<file path="src/hw/rtl/smt_pkg.sv">
`timescale 1ns / 1ps
// ----------------------------------------------------------------------------
// smt_pkg: shared types and constants for the sorted multiset table
// Operation and status codes, controller states, command bundle, widths.
// ----------------------------------------------------------------------------
package smt_pkg;

    localparam int SMT_CAPACITY = 64;
    localparam int DATA_W       = 32;
    localparam int OP_W         = 2;
    localparam int STATUS_W     = 2;
    localparam int OUT_CNT_W    = 7;

    typedef enum logic [OP_W-1:0] {
        OP_INSERT          = 2'd0,
        OP_REMOVE_ONE      = 2'd1,
        OP_REMOVE_AT_LEAST = 2'd2,
        OP_COUNT           = 2'd3
    } smt_op_t;

    typedef enum logic [STATUS_W-1:0] {
        STAT_OK        = 2'd0,
        STAT_FULL      = 2'd1,
        STAT_NOT_FOUND = 2'd2
    } smt_status_t;

    typedef enum logic [1:0] {
        S_IDLE,
        S_UPDATE,
        S_REPORT
    } smt_state_t;

    // controller -> datapath
    typedef struct packed {
        logic capture;  // latch request, compare value against every cell
        logic update;   // shift/write cells, update fill
        logic report;   // load result register
    } smt_cmd_t;

endpackage

</file>
<file path="src/hw/rtl/smt_ctrl.sv">
`timescale 1ns / 1ps
// ----------------------------------------------------------------------------
// smt_ctrl: sequencing for the sorted multiset table
// Three-state machine issuing capture/update/report; owns both handshakes.
// ----------------------------------------------------------------------------
module smt_ctrl (
    input  logic            aclk,
    input  logic            aresetn,
    input  logic            s_valid,
    output logic            s_ready,
    output logic            m_valid,
    input  logic            m_ready,
    output smt_pkg::smt_cmd_t cmd
);
    import smt_pkg::*;

    smt_state_t state_reg, state_next;
    logic       m_valid_reg, m_valid_next;
    logic       out_free;

    assign out_free = !m_valid_reg || m_ready;
    assign m_valid  = m_valid_reg;

    always_ff @(posedge aclk) begin
        if (!aresetn) begin
            state_reg   <= S_IDLE;
            m_valid_reg <= 1'b0;
        end else begin
            state_reg   <= state_next;
            m_valid_reg <= m_valid_next;
        end
    end

    always_comb begin
        state_next  = state_reg;
        s_ready     = 1'b0;
        cmd         = '0;
        unique case (state_reg)
            S_IDLE: begin
                s_ready = 1'b1;
                if (s_valid) begin
                    cmd.capture = 1'b1;
                    state_next  = S_UPDATE;
                end
            end
            S_UPDATE: begin
                cmd.update = 1'b1;
                state_next = S_REPORT;
            end
            S_REPORT: begin
                // table already updated, so next request may compare now
                if (out_free) begin
                    cmd.report = 1'b1;
                    s_ready    = 1'b1;
                    if (s_valid) begin
                        cmd.capture = 1'b1;
                        state_next  = S_UPDATE;
                    end else begin
                        state_next  = S_IDLE;
                    end
                end
            end
            default: state_next = S_IDLE;
        endcase

        if (cmd.report) begin
            m_valid_next = 1'b1;
        end else if (m_ready) begin
            m_valid_next = 1'b0;
        end else begin
            m_valid_next = m_valid_reg;
        end
    end

endmodule

</file>
<file path="config.mk">
export PLATFORM = sky130hd
export DESIGN_NAME = smt_ctrl
export DESIGN_NICKNAME = d
export VERILOG_FILES = /design/src/hw/rtl/smt_pkg.sv /design/src/hw/rtl/smt_ctrl.sv
export SDC_FILE = /design/constraint.sdc
export NUM_CORES = 1
export LEC_CHECK = 0
export BUFFER_PORTS_ARGS = -buffer_cell sky130_fd_sc_hd__buf_2
export CORE_AREA = 3 3 40 42
export CTS_CLUSTER_SIZE = 30
export DETAILED_ROUTE_END_ITERATION = 6
export DIE_AREA = 0 0 43 45
export GPL_ROUTABILITY_DRIVEN = 0
export MAX_ROUTING_LAYER = met4
export PLACE_DENSITY = 0.42
export SETUP_SLACK_MARGIN = 0.5
export SLEW_MARGIN = 20
export SYNTH_ARGS = -nofsm -noshare
export SYNTH_HDL_FRONTEND = slang
export SYNTH_SLANG_ARGS = --single-unit
</file>
<file path="constraint.sdc">
create_clock -name aclk -period 1 [get_ports aclk]
set_input_delay 0.2 -clock aclk [delete_from_list [all_inputs] [get_ports aclk]]
set_output_delay 0.2 -clock aclk [all_outputs]
set_load 0.01 [all_outputs]
</file>
==> impl_metrics.ini <==
[outcome]
run_status = complete, but fails checks
failed_checks = setup timing

[synthesis]
post-synth-top-area-cell = sky130_fd_sc_hd__dfxtp_1
synth-edff-count = 0
synth-warning-count = 0
yosys_register_bits = 3
synth_top_area_frac = 0.361
synth-async-reset-ratio = 0
postSynthNetCount = 20
synthMostInstantiatedCell = sky130_fd_sc_hd__dfxtp_1
synthesis.area_um2 = 166
dominantRegCellSynth = sky130_fd_sc_hd__dfxtp_1
synthTopCellsByCount = 3 x sky130_fd_sc_hd__dfxtp_1, 2 x sky130_fd_sc_hd__buf_4, 2 x sky130_fd_sc_hd__nor2b_1
ys_top_cells_by_area = sky130_fd_sc_hd__dfxtp_1 36%, sky130_fd_sc_hd__nor4bb_2 9.8%, sky130_fd_sc_hd__buf_4 9.0%, sky130_fd_sc_hd__and4bb_2 7.5%, sky130_fd_sc_hd__nor2b_1 7.5%
synthesized_instance_count = 16
synth.yosys.seq_area_share = 0.361
avgSynthCellArea_um2 = 10.4
netlist-cell-type-count = 12

[placed_design]
detailedPlacementHpwl_um = 316
detailedPlace.worstSlack_ns = -0.0607
port-buffer-count = 8

[sta]
max_slew.worst_pin.slew_ns = 0.181
slew_viol_final = 0
setup-violations-final = 7
max_freq_mhz = 776
setup_repair_after_global_routing_missed_its_margin = true
period_share = 1.29
setup_ws_ns = -0.288
timing.final.crit_period_ns = 1.29
fin_skew_ns = 0.00182
worst_slew_margin_rel = 0.878
hold_viol_final = 0
totalNegativeSetupSlack_ns = -1.32

[drt]
route.detailed.vias_per_inst = 3.48
dr_wl_met2_um = 276
detailedRoute.firstIterationViolations = 0
num_vias = 174
top_signal_layer_used = met3
route.detailed.wl_per_inst_um = 9.56
met3_length_um = 28
drt_pre_antenna_iters = 1
routed_wirelength_um = 478
wl_met1_um = 173
route.detailed.drc = 0
antenna_left = 0

[worst_setup_path]
reg2reg_setup_slack_ns = -0.12
worst_r2r_start = state_reg[1]$_SDFFE_PN0P_
critical_path.cell_chain = or2b_4, nor2b_1, buf_2
cp.required_ns = 0.80
crit_path_launch_type = flip-flop
slowest_delay_ns = 0.34
worst_ep_arrival_time_ns = 1.09
timing.critical_path.slowest_stage_cell = sky130_fd_sc_hd__dfxtp_2
timing.setup.critical_path_class = reg -> out
reg2regPathDepth = 4
critPathCaptureType = output pin
crit-reg2reg-capture = state_reg[0]$_SDFFE_PN0P_
cp.buffers_inverters = 1
worst-path-stages = 3
critPathLaunch = m_valid$_SDFFE_PN0P_
critical-path-top-delay-family = simple AND/OR/NAND/NOR gates
critical_path_peak_fanout = 3

[min_path]
hold_path_startpoint = aresetn
hold_class = in -> reg
endpoint_of_the_worst_hold_timing_path = state_reg[1]$_SDFFE_PN0P_
hold_path_depth = 2

[floorplanning]
die_area_mm2 = 0.00194
die_w_um = 43
core-area_mm2 = 0.00128
io_pins = 9
die_height_um = 45
start_util = 0.130
floorplan.rows = 13

[grt]
grtUsageTotal = 0.0566
grt_pass1_wl_um = 745
grt_antenna_before_repair = 0
first_global_vias = 181
grt_start_max_net_pins = 7
gr-total-overflow = 0

[finish]
num_antenna_cells = 0
largest_register_ffs = 2
fillers = 133
nNetsFinal = 40
areaGrowthSynthToFinish_pct = 126
final_layout_size_suffix_gt1_frac = 0.886
postLayoutCoreUtil = 0.292

[cts]
number_of_sinks_handled_by_clock_tree_synthesis = 3
clockRootBuffer = sky130_fd_sc_hd__clkbuf_4
tritoncts = done
maximum_level_of_the_cts_h_tree = 1
cts_inserted_buffers = 3
clk_pin_slew_ns = 0.04
clkLatencyLatePin_ns = 0.23
cts_max_path_buffers = 2

[power_and_ir_drop]
power_leakage_uw = 0.000175
ir_drop_v = 0.000312
p_per_area_mw_per_mm2 = 1130

[flow_run]
number_of_max_capacitance_violations_reported = 0
## cells by family after synthesis
kind of cell           after synthesis  synth area share
buffers and inverters                2            0.0902
AO/OA/AOI/OAI                        2            0.0903
flip-flops                           3             0.361
AND/OR/NAND/NOR                      9             0.459
## timing repair
| item | 4_1_cts | 5_1_grt |
|---|---|---|
| buffers inserted | 3 | 3 |
| gates resized for setup | 6 | 4 |
| hold buffers | 0 | 0 |
| pin swaps | 2 | 3 |
| endpoints found under the setup margin | 8 | 8 |
## layout by cell type (no fill, tap or decap), drive strengths merged
cell,n
a21boi,1
buf,17
and3b,1
nor2b,2
clkbuf,4
nor3b,1
or2b,1
nand2b,1
nor4bb,1
dfxtp,3
and4bb,1
nor2,1
o21a,1
## layout make-up
type	instances	area (µm²)	share of cell area
repair buffers	17	145	0.387
multi-input cells	11	119	0.317
flip-flops and latches	3	66.3	0.177
clock buffers	4	26.3	0.0700
well taps	15	18.8	0.0500
## layer usage
metal  up-vias  track usage
li1         93            -
met1        77       0.0578
met2         4       0.0778
met3         0       0.0279
met4         0       0.0542
met5         -            -
## power by group
group	leakage, µW	internal (µW)	switching, µW
sequential	0.0000261	125	5.97
clock	0.0000150	150	63.4
combinational	0.000134	52.1	26.3
total	0.000175	327	95.7
## through the flow
step	cells	power (µW)	area (µm²)	hold WS, ns
after detailed placement	40	186	263	0.447
after CTS	47	428	338	0.201
final	50	423	375	0.207
after floorplan	16	168	200	0.317
after global placement	40	185	263	0.451
after global routing	50	448	375	0.230
## worst max path at each step
stage | slack, ns | endpoint
after floorplan | -0.05 | cmd[0]
after global placement | -0.05 | cmd[2]
after detailed placement | -0.06 | cmd[2]
after CTS | -0.30 | cmd[2]
after global routing | -0.32 | s_ready
final | -0.29 | cmd[0]
## worst reg2reg max path: stages, from the launching register on
cell and delay (ns):
sky130_fd_sc_hd__dfxtp_2 0.31, sky130_fd_sc_hd__and3b_2 0.22, sky130_fd_sc_hd__buf_4 0.15, sky130_fd_sc_hd__buf_4 0.12, sky130_fd_sc_hd__nor4bb_2 0.23
Note: power is estimated with default switching activity, not from simulation.
